### src/rtl/core/glcm_pkg.sv
// ----------------------------------------------------------------------------
// glcm_pkg
// Shared types, codes and default sizes for the horizontal GLCM builder.
// ----------------------------------------------------------------------------
package glcm_pkg;

    // Default sizes handed to the top-level parameters
    localparam int unsigned LEVELS_DEF     = 256;
    localparam int unsigned COUNT_BITS_DEF = 32;

    // Fixed field widths
    localparam int unsigned KIND_W    = 2;
    localparam int unsigned GRAY_W    = 8;
    localparam int unsigned OUT_W     = 32;
    localparam int unsigned FRAC_W    = 17;
    localparam int unsigned FRAC_BITS = 16;
    localparam int unsigned DIV_CNT_W = $clog2(FRAC_BITS);

    // Item kinds
    localparam logic [KIND_W-1:0] KIND_PIXEL = 2'd0;
    localparam logic [KIND_W-1:0] KIND_READ  = 2'd1;
    localparam logic [KIND_W-1:0] KIND_CLEAR = 2'd2;

    // Fraction value for an entry that equals the total
    localparam logic [FRAC_W-1:0] FRAC_ONE = 17'h10000;

    typedef enum logic [3:0] {
        S_CLEAR,
        S_IDLE,
        S_DISPATCH,
        S_PIX_WA,
        S_PIX_WB,
        S_RD_WAIT,
        S_DIV_SETUP,
        S_DIV_STEP,
        S_OUT
    } t_state;

    // Commands from the controller to the datapath
    typedef struct packed {
        logic load;        // capture the accepted item
        logic rd_a;        // read entry at address A
        logic rd_b;        // read entry at address B
        logic wr_a;        // write incremented entry A
        logic wr_b;        // write incremented entry B
        logic tot_inc;     // add two to the pair total
        logic take_entry;  // capture the read entry
        logic div_init;    // start the fraction division
        logic div_step;    // one restoring division step
        logic out_load;    // load the output register
        logic clr_start;   // zero total, restart the sweep counter
        logic sweep;       // write zero at the sweep address
    } t_cmd;

    // Status from the datapath to the controller
    typedef struct packed {
        logic [KIND_W-1:0] kind;
        logic              ok;          // pair or read entry within range
        logic              same;        // both levels of the pair are equal
        logic              sweep_last;
        logic              div_short;   // fraction known without iteration
        logic              div_last;
        logic              out_free;
    } t_stat;

endpackage

### src/rtl/core/glcm_ctrl.sv
// ----------------------------------------------------------------------------
// glcm_ctrl
// Sequencer for the GLCM builder: sweep, pixel updates, reads and division.
// ----------------------------------------------------------------------------
module glcm_ctrl (
    input  logic            i_clk,
    input  logic            i_rst_n,
    input  logic            i_valid,
    output logic            o_stall,
    input  glcm_pkg::t_stat i_stat,
    output glcm_pkg::t_cmd  o_cmd
);

    glcm_pkg::t_state r_state;
    glcm_pkg::t_state n_state;

    always_ff @(posedge i_clk) begin
        if (!i_rst_n) begin
            r_state <= glcm_pkg::S_CLEAR;
        end else begin
            r_state <= n_state;
        end
    end

    // Next state
    always_comb begin
        n_state = r_state;
        case (r_state)
            glcm_pkg::S_CLEAR: begin
                if (i_stat.sweep_last) n_state = glcm_pkg::S_IDLE;
            end
            glcm_pkg::S_IDLE: begin
                if (i_valid) n_state = glcm_pkg::S_DISPATCH;
            end
            glcm_pkg::S_DISPATCH: begin
                case (i_stat.kind)
                    glcm_pkg::KIND_PIXEL: begin
                        n_state = i_stat.ok ? glcm_pkg::S_PIX_WA : glcm_pkg::S_IDLE;
                    end
                    glcm_pkg::KIND_READ:  n_state = glcm_pkg::S_RD_WAIT;
                    glcm_pkg::KIND_CLEAR: n_state = glcm_pkg::S_CLEAR;
                    default:              n_state = glcm_pkg::S_IDLE;
                endcase
            end
            glcm_pkg::S_PIX_WA: begin
                n_state = i_stat.same ? glcm_pkg::S_IDLE : glcm_pkg::S_PIX_WB;
            end
            glcm_pkg::S_PIX_WB:    n_state = glcm_pkg::S_IDLE;
            glcm_pkg::S_RD_WAIT:   n_state = glcm_pkg::S_DIV_SETUP;
            glcm_pkg::S_DIV_SETUP: begin
                n_state = i_stat.div_short ? glcm_pkg::S_OUT : glcm_pkg::S_DIV_STEP;
            end
            glcm_pkg::S_DIV_STEP: begin
                if (i_stat.div_last) n_state = glcm_pkg::S_OUT;
            end
            glcm_pkg::S_OUT: begin
                if (i_stat.out_free) n_state = glcm_pkg::S_IDLE;
            end
            default: n_state = glcm_pkg::S_IDLE;
        endcase
    end

    // Outputs
    always_comb begin
        o_cmd   = '0;
        o_stall = 1'b1;
        case (r_state)
            glcm_pkg::S_CLEAR: o_cmd.sweep = 1'b1;
            glcm_pkg::S_IDLE: begin
                o_stall    = 1'b0;
                o_cmd.load = i_valid;
            end
            glcm_pkg::S_DISPATCH: begin
                case (i_stat.kind)
                    glcm_pkg::KIND_PIXEL: o_cmd.rd_a      = i_stat.ok;
                    glcm_pkg::KIND_READ:  o_cmd.rd_a      = i_stat.ok;
                    glcm_pkg::KIND_CLEAR: o_cmd.clr_start = 1'b1;
                    default:              o_cmd.rd_a      = 1'b0;
                endcase
            end
            glcm_pkg::S_PIX_WA: begin
                o_cmd.wr_a    = 1'b1;
                o_cmd.tot_inc = 1'b1;
                o_cmd.rd_b    = !i_stat.same;
            end
            glcm_pkg::S_PIX_WB:    o_cmd.wr_b       = 1'b1;
            glcm_pkg::S_RD_WAIT:   o_cmd.take_entry = 1'b1;
            glcm_pkg::S_DIV_SETUP: o_cmd.div_init   = 1'b1;
            glcm_pkg::S_DIV_STEP:  o_cmd.div_step   = 1'b1;
            glcm_pkg::S_OUT:       o_cmd.out_load   = i_stat.out_free;
            default:               o_stall          = 1'b1;
        endcase
    end

endmodule

### config.mk
export PLATFORM = sky130hd
export DESIGN_NAME = glcm_ctrl
export DESIGN_NICKNAME = d
export VERILOG_FILES = /design/src/rtl/core/glcm_pkg.sv /design/src/rtl/core/glcm_ctrl.sv
export SDC_FILE = /design/constraint.sdc
export NUM_CORES = 1
export LEC_CHECK = 0
export ABC_AREA = 1
export BUFFER_PORTS_ARGS = -buffer_cell sky130_fd_sc_hd__buf_2
export CORE_AREA = 2 2 39 41
export CTS_CLUSTER_SIZE = 20
export DETAILED_ROUTE_END_ITERATION = 8
export DIE_AREA = 0 0 41 43
export GPL_TIMING_DRIVEN = 0
export PLACE_DENSITY = 0.67
export SLEW_MARGIN = 25
export SYNTH_ARGS = -nofsm -noshare
export SYNTH_HDL_FRONTEND = slang
export SYNTH_SLANG_ARGS = --single-unit
### constraint.sdc
create_clock -name i_clk -period 1.5 [get_ports i_clk]
set_clock_uncertainty 0.2 [all_clocks]
set_input_delay 0.075 -clock i_clk [delete_from_list [all_inputs] [get_ports i_clk]]
set_output_delay 0.075 -clock i_clk [all_outputs]
set_load 0.05 [all_outputs]
== After elaboration in Yosys (flattened, before gate mapping) ==
Cells that the tools add are included.

* Register bits: 4
* Bits in latches: 0
* Bits in writable memories: 0
* Bits in read-only memories: 0
* Input bits: 11
* Output and inout port bits: 13
* Logic and storage cells: 43
* Memories kept: 0

* $add $sub $neg: 0
* $mul: 0
* Divide/modulo/power cells: 0
* Order comparisons: 0
* Eq/ne operators: 14
* Shifts and indexed selects: 0
* Muxes and demuxes: 23
* Bitwise logic cells: 0
* Reductions and logical operators: 5

{| class="wikitable"
|+ Operators with widths
! kind !! number
|-
| one-hot mux 4 bit (8 select lines) || 1
|-
| two-way mux 4 bit || 5
|-
| equality test 4 x 3 -> 1 bit (second input constant) || 4
|-
| two-way mux 1 bit || 13
|-
| one-hot mux 3 bit (3 select lines) || 1
|-
| equality test 4 x 2 -> 1 bit (second input constant) || 2
|-
| != test 2 bit (second input constant) || 4
|-
| equality test 4 x 1 -> 1 bit (second input constant) || 1
|-
| equality test 4 bit (second input constant) || 1
|-
| zero test 4 bit || 1
|-
| two-way mux 2 bit || 2
|-
| AND reduction 4 bit || 1
|-
| two-way mux 3 bit || 1
|-
| equality test 2 x 1 -> 1 bit (second input constant) || 1
|-
| equality test 2 bit (second input constant) || 1
|-
| zero test 2 bit || 1
|-
| OR reduction 2 bit || 1
|-
| zero test 1 bit || 1
|}

== Longest topological paths before layout ==
Gate-level depths: netlist of run 1.

* Depth in word-level cells: 4
* Gate-level depth with buffers: 10

== Worst setup path before layout of run 1 ==
No wires, ideal clock.

* Path type: flip-flop to output port
* From: register r_state[0]
* To: output port o_cmd[2] (netlist name)
* Data arrival time: 2.092 ns
* Data required time: 1.225 ns
* Slack: -0.867 ns
* Cell stages (with the launch flop): 4
* Path buffers: 0
* Path through: dfxtp_1 nor2_1 inv_1 nor4_1

{| class="wikitable"
|+ RTL lines
! what !! RTL line !! RTL
|-
| start: declaration || glcm_ctrl.sv:14 || <nowiki>glcm_pkg::t_state r_state;</nowiki>
|-
| start signal: assignment || glcm_ctrl.sv:19 || <nowiki>r_state <= glcm_pkg::S_CLEAR;</nowiki>
|-
| start signal: assignment || glcm_ctrl.sv:21 || <nowiki>r_state <= n_state;</nowiki>
|-
| end: declaration || glcm_ctrl.sv:11 || <nowiki>output glcm_pkg::t_cmd o_cmd</nowiki>
|}

==> flow_summary.yaml, run 1 <==
clock_network:
  cts_max_path_buffers: 2
  clkLatencyLatePin_ps: 240
  numCtsBuffers: 3
  cts_tree: "yes"
  cts_root_buf: "clkbuf_4"
  htreeDepth: 1
  cts.clk_slew.worst_paths_ps: 40
  cts_sinks: 4
final_layout:
  largest_reg_flops: 4
  antennaDiodeCount: 0
  layout-drive-gt1-share: 0.636
  most-common-layout-cells: "13 x inv_1, 11 x buf_4, 10 x buf_2"
  area_growth_pct: 127
  stdcell_area_sq_um: 942
  instances_no_fill: 134
  mostFrequentLayoutCell: "inv_1"
  fin_nets: 131
  top_regs: "r_state x4"
  largest-register: "r_state"
  fillers: 109
floorplan:
  rows: 14
  fp.dieH_microns: 43
  num_io_pins: 24
  start_util: 0.300
  die-area_sq_um: 1760
  core-area_sq_um: 1380
  die_x_microns: 41
drt:
  viasPerCell: 4.84
  via_count: 649
  dr.pass1.iters: 4
  wl_mm: 1.64
  wire_per_inst_microns: 12.3
  ant_nets: 0
  first_iter_violations: 10
  post-route-drc-count: 0
pwr:
  p_sw_w: 0.000414
  comb_power_share: 0.651
  p_seq_frac: 0.193
  clkPwrFrac: 0.156
  vdd_drop_max_v: 0.000612
  leakage_nw: 0.465
  power.internal_w: 0.000436
  power.density_nw_per_um2: 902
  switching_share: 0.487
synth:
  ys_ff_latch: 4
  syn-mean-instance-area_sq_um: 5.33
  ys_seq_area_frac: 0.193
  synth.area.top_cells: "dfxtp_1 19%, inv_1 18%, nand2_1 14%"
  syn_inst: 78
  synth_top_area_frac: 0.193
  synth_area_leader_cell: "dfxtp_1"
  ys_types: 15
  syn_nets: 89
  yosys_warnings: 0
  netlist_area_sq_um: 415
worst_setup_path:
  critPathKind: "register to primary output"
  start_kind: "register"
  cpPeakStageDelay_ps: 380
  rr_worst_depth: 11
  arrival_ps: 1310
  crit_fanout: 7
  crit_cells: 4
  cp-end-kind: "primary output"
  critPathTopFamily: "simple AND/OR/NAND/NOR gates"
  r2r_slack_ps: 30
  cp_cell_sequence: "nor2_4 > inv_2 > nor4_4 > buf_6"
  required_ps: 1220
  crit_buf_inv: 2
  cp_slowest_cell: "dfxtp_4"
job:
  max_cap_viol_count: 0
grt:
  grt_pass1_wl_mm: 2.16
  met1_usage: 0.203
  antenna_found_initial: 0
  grt_overflow: 0
  grt.total_usage: 0.178
  met3_usage: 0.0471
  grt_use_met2: 0.288
  grt_max_degree: 8
  grt_busiest_layer: "met2"
  first_global_vias: 561
timing:
  hold_viol: 0
  finalWorstSetupSlack_ps: -86.2
  max_slew_margin: 0.839
  post-route-period-util: 1.06
  hold_slack_ps: 27.6
  finalCriticalPeriod_ps: 1590
  rsz0062_at_grt: "yes"
  maxSlewViolCount: 0
  finalSetupViolations: 4
  fmax_mhz: 630
  tightest_slew_ps: 240
  finalSetupTns_ps: -185
place:
  place_hpwl_microns: 911
  placed_area_sq_um: 616
  dpl.cell_count: 117
  port_buffers: 23
  gp_congestion: 0.846
  detailedPlace.worstSlack_ps: 103
run_status:
  violations: "negative setup slack"
  status: "complete, but fails checks"
worst_hold_path:
  min_path_type: "input port to register"
  worst_hold_path.num_cells: 5
[worst reg2reg max path: cells and delay by family (launching register included)]
kind                   cells  cell delay (ps)
AND/OR/NAND/NOR            8              540
buffers and inverters      3              250
flip-flops                 1              370
[per-stage QoR]
stage | util | total power (W)
final | 0.681 | 0.000850
after global routing | 0.681 | 0.000899
after CTS | 0.525 | 0.000693
after detailed placement | 0.445 | 0.000500
after global placement | 0.445 | 0.000499
after floorplan | - | 0.000430
[synthesized netlist by cell type (all sizes together)]
master   n
nand3b   1
a211oi   1
inv     20
nand2   21
nor4     1
buf      1
dfxtp    4
a21oi    2
nor3     1
nor2    18
nand4    4
nand3    4
[per-layer routing]
layer / wire length (microns) / vias up / part of all wire
met4: 8 / 0 / 0.0049
met2: 943 / 28 / 0.57
li1: - / 317 / -
met3: 101 / 2 / 0.061
met5: 0 / - / 0
met1: 590 / 302 / 0.36
[power by group through the flow]
| stage | Combinational (W) | Sequential [W] | Clock (W) |
|---|---|---|---|
| after global routing | 0.000587 | 0.000165 | 0.000147 |
| after detailed placement | 0.000353 | 0.000148 | 0 |
| after CTS | 0.000401 | 0.000153 | 0.000140 |
| final | 0.000553 | 0.000164 | 0.000133 |
| after global placement | 0.000351 | 0.000148 | 0 |
| after floorplan | 0.000287 | 0.000143 | 0 |
[logic make-up after synthesis]
| logic type | Yosys count | share of synthesized area |
|---|---|---|
| AOI/OAI and AO/OA | 3 | 0.0422 |
| buffers and inverters | 21 | 0.199 |
| DFF | 4 | 0.193 |
| and+or+nand+nor | 50 | 0.566 |
[final timing paths]
path         startpoint          to
max          r_state[0]    o_cmd[2]
min           i_stat[2]  r_state[3]
max reg2reg  r_state[3]  r_state[0]
min reg2reg  r_state[0]  r_state[0]
[repair_timing]
action | 4_1_cts | 5_1_grt
resized for setup | 14 | 43
buffers inserted | 3 | 8
pin swaps | 1 | 12
hold buffers | 3 | 0
endpoints found under the setup margin | 10 | 15
hold endpoints to repair | 4 | 0
[cell type report]
type | instances | area [sq um] | share of cell area
buffer | 1 | 7.51 | 0.00797
multi-input combinational | 53 | 393 | 0.417
timing repair buffer | 37 | 314 | 0.333
tap | 16 | 20.0 | 0.0212
clock buffer | 3 | 22.5 | 0.0239
sequential | 4 | 95.1 | 0.101
inverter | 20 | 90.1 | 0.0956
No activity file was read; power rests on OpenSTA's default activity.
==> run 2, diff against run 1 <==
--- a/config.mk
+++ b/config.mk
@@ -6,7 +6,7 @@
 export NUM_CORES = 1
 export LEC_CHECK = 0
 export ABC_AREA = 1
-export BUFFER_PORTS_ARGS = -buffer_cell sky130_fd_sc_hd__buf_2
+export BUFFER_PORTS_ARGS = -buffer_cell sky130_fd_sc_hd__clkbuf_2
 export CORE_AREA = 2 2 39 41
 export CTS_CLUSTER_SIZE = 20
 export DETAILED_ROUTE_END_ITERATION = 8
==> run 2 against run 1 <==
The run still ends with negative setup slack left; die area unchanged; via count fell by 6.9%; combinational power shrank 8.5%; non-clock buffer count unchanged; global-route usage is 0.10 points higher; power down 5.6%; largest cell class unchanged.
==> flow_summary.yaml, run 2 (synthesis results as in run 1) <==
run_status:
  status: "complete, but fails checks"
  violations: "negative setup slack"
place:
  detailedPlace.worstSlack_ps: 82.7
  gp_congestion: 0.844
  port_buffers: 23
  dpl.cell_count: 117
  place_hpwl_microns: 908
final_layout:
  mostFrequentLayoutCell: "inv_1"
  fin_nets: 131
  most-common-layout-cells: "14 x inv_1, 12 x nand2_1, 10 x buf_4, 10 x clkbuf_2, 8 x nor2_4"
  layout-drive-gt1-share: 0.602
  instances_no_fill: 134
  area_growth_pct: 124
  top_regs: "r_state x4"
  largest_reg_flops: 4
  antennaDiodeCount: 0
  post-route-util: 0.673
  largest-register: "r_state"
drt:
  wire_per_inst_microns: 11.4
  via_count: 604
  ant_nets: 0
  first_iter_violations: 7
  viasPerCell: 4.51
  post-route-drc-count: 0
  wl_mm: 1.52
  dr.pass1.iters: 4
worst_setup_path:
  critPathKind: "register to primary output"
  worstReg2RegStart: "r_state[3]"
  rr_worst_depth: 11
  startpoint: "r_state[0]"
  worst_r2r_endpoint: "r_state[0]"
  crit_buf_inv: 2
  r2r_slack_ps: 30
  cp_slowest_cell: "dfxtp_4"
  critPathTopFamily: "flip-flops"
  crit_fanout: 7
  start_kind: "register"
  arrival_ps: 1300
  cpPeakStageDelay_ps: 380
  cp_cell_sequence: "nor2_4 > inv_2 > nor4_4 > clkbuf_8"
  cp-end-kind: "primary output"
  required_ps: 1220
floorplan:
  num_io_pins: 24
  die_x_microns: 41
  fp.dieH_microns: 43
  die-area_sq_um: 1760
  rows: 14
  start_util: 0.300
  core-area_sq_um: 1380
timing:
  tightest_slew_ps: 246
  finalWorstSetupSlack_ps: -70.3
  max_slew_margin: 0.837
  post-route-period-util: 1.05
  hold_viol: 0
  finalCriticalPeriod_ps: 1570
  fmax_mhz: 637
  finalSetupViolations: 4
  maxSlewViolCount: 0
  rsz0062_at_grt: "yes"
grt:
  grt.total_usage: 0.179
  grt_pass1_wl_mm: 2.17
  antenna_found_initial: 0
  grt_overflow: 0
  first_global_vias: 543
  grt_max_degree: 8
clock_network:
  cts_max_path_buffers: 2
  numCtsBuffers: 3
  cts_sinks: 4
  cts_root_buf: "clkbuf_4"
  cts.clk_slew.worst_paths_ps: 40
  cts_tree: "yes"
  clkLatencyLatePin_ps: 240
  htreeDepth: 1
pwr:
  power.density_nw_per_um2: 861
  vdd_drop_max_v: 0.000566
  leakage_nw: 0.456
worst_hold_path:
  min_path_type: "input port to register"
  holdPathEnd: "r_state[0]"
  worst_hold_path.num_cells: 5
  hp-start: "i_stat[4]"
job:
  max_cap_viol_count: 0
-- run 2: cell count changes in the layout (fill, tap and decap cells not counted), sizes merged --
cell / delta
buf: -14
clkbuf: +13
dlygate4sd3: +1
-- run 2: worst max-delay path by stage --
stage	end	slack, ps	cells past startpoint
floorplan	o_cmd[2]	-260	3
global placement	r_state[0]	80	8
detailed placement	o_cmd[2]	80	4
CTS	o_cmd[2]	-50	4
global route	o_cmd[2]	-140	4
finish	o_cmd[2]	-70	4
-- run 2: cell type report --
| class | count | area [sq um] |
|---|---|---|
| fill | 113 | 453 |
| multi-input combinational | 53 | 359 |
| timing repair buffer | 37 | 337 |
| sequential | 4 | 95.1 |
| inverter | 20 | 90.1 |
| clock buffer | 3 | 22.5 |
| tap | 16 | 20.0 |
| buffer | 1 | 7.51 |
-- run 2: per-layer routing --
metal | share of wire | track usage
met1 | 0.42 | 0.215
met2 | 0.54 | 0.288
met3 | 0.039 | 0.0366
met4 | 0 | 0.0800
met5 | 0 | 0
-- run 2: worst min-delay path: cells and delay by family --
family        cells  cell delay [ps]
simple gates      4              290
buf+inv           1               90
-- run 2: timing repair --
| item | 4_1_cts | 5_1_grt |
|---|---|---|
| setup endpoints to repair | 10 | 15 |
| setup buffers | 3 | 7 |
| pin swaps | 2 | 4 |
| resized for setup | 20 | 32 |
| hold endpoints to repair | 4 | 0 |
| hold buffers | 4 | 0 |
-- run 2: where the power goes --
group / switching (W) / internal [W] / leakage [nW]
Sequential: 0.0000358 / 0.000123 / 0.0355
Combinational: 0.000303 / 0.000203 / 0.407
Clock: 0.0000472 / 0.0000897 / 0.0138
Total: 0.000386 / 0.000416 / 0.456
-- run 2: metrics by stage --
stage          hold WS [ps]  TNS (ps)  area [sq um]  power, W
5_1_grt                74.4      -566           931  0.000852
3_3_place_gp            102         0           616  0.000499
4_1_cts                30.0      -105           772  0.000709
6_report               61.8      -152           931  0.000802
3_5_place_dp           97.9         0           616  0.000502
2_1_floorplan         -27.4      -420           480  0.000430
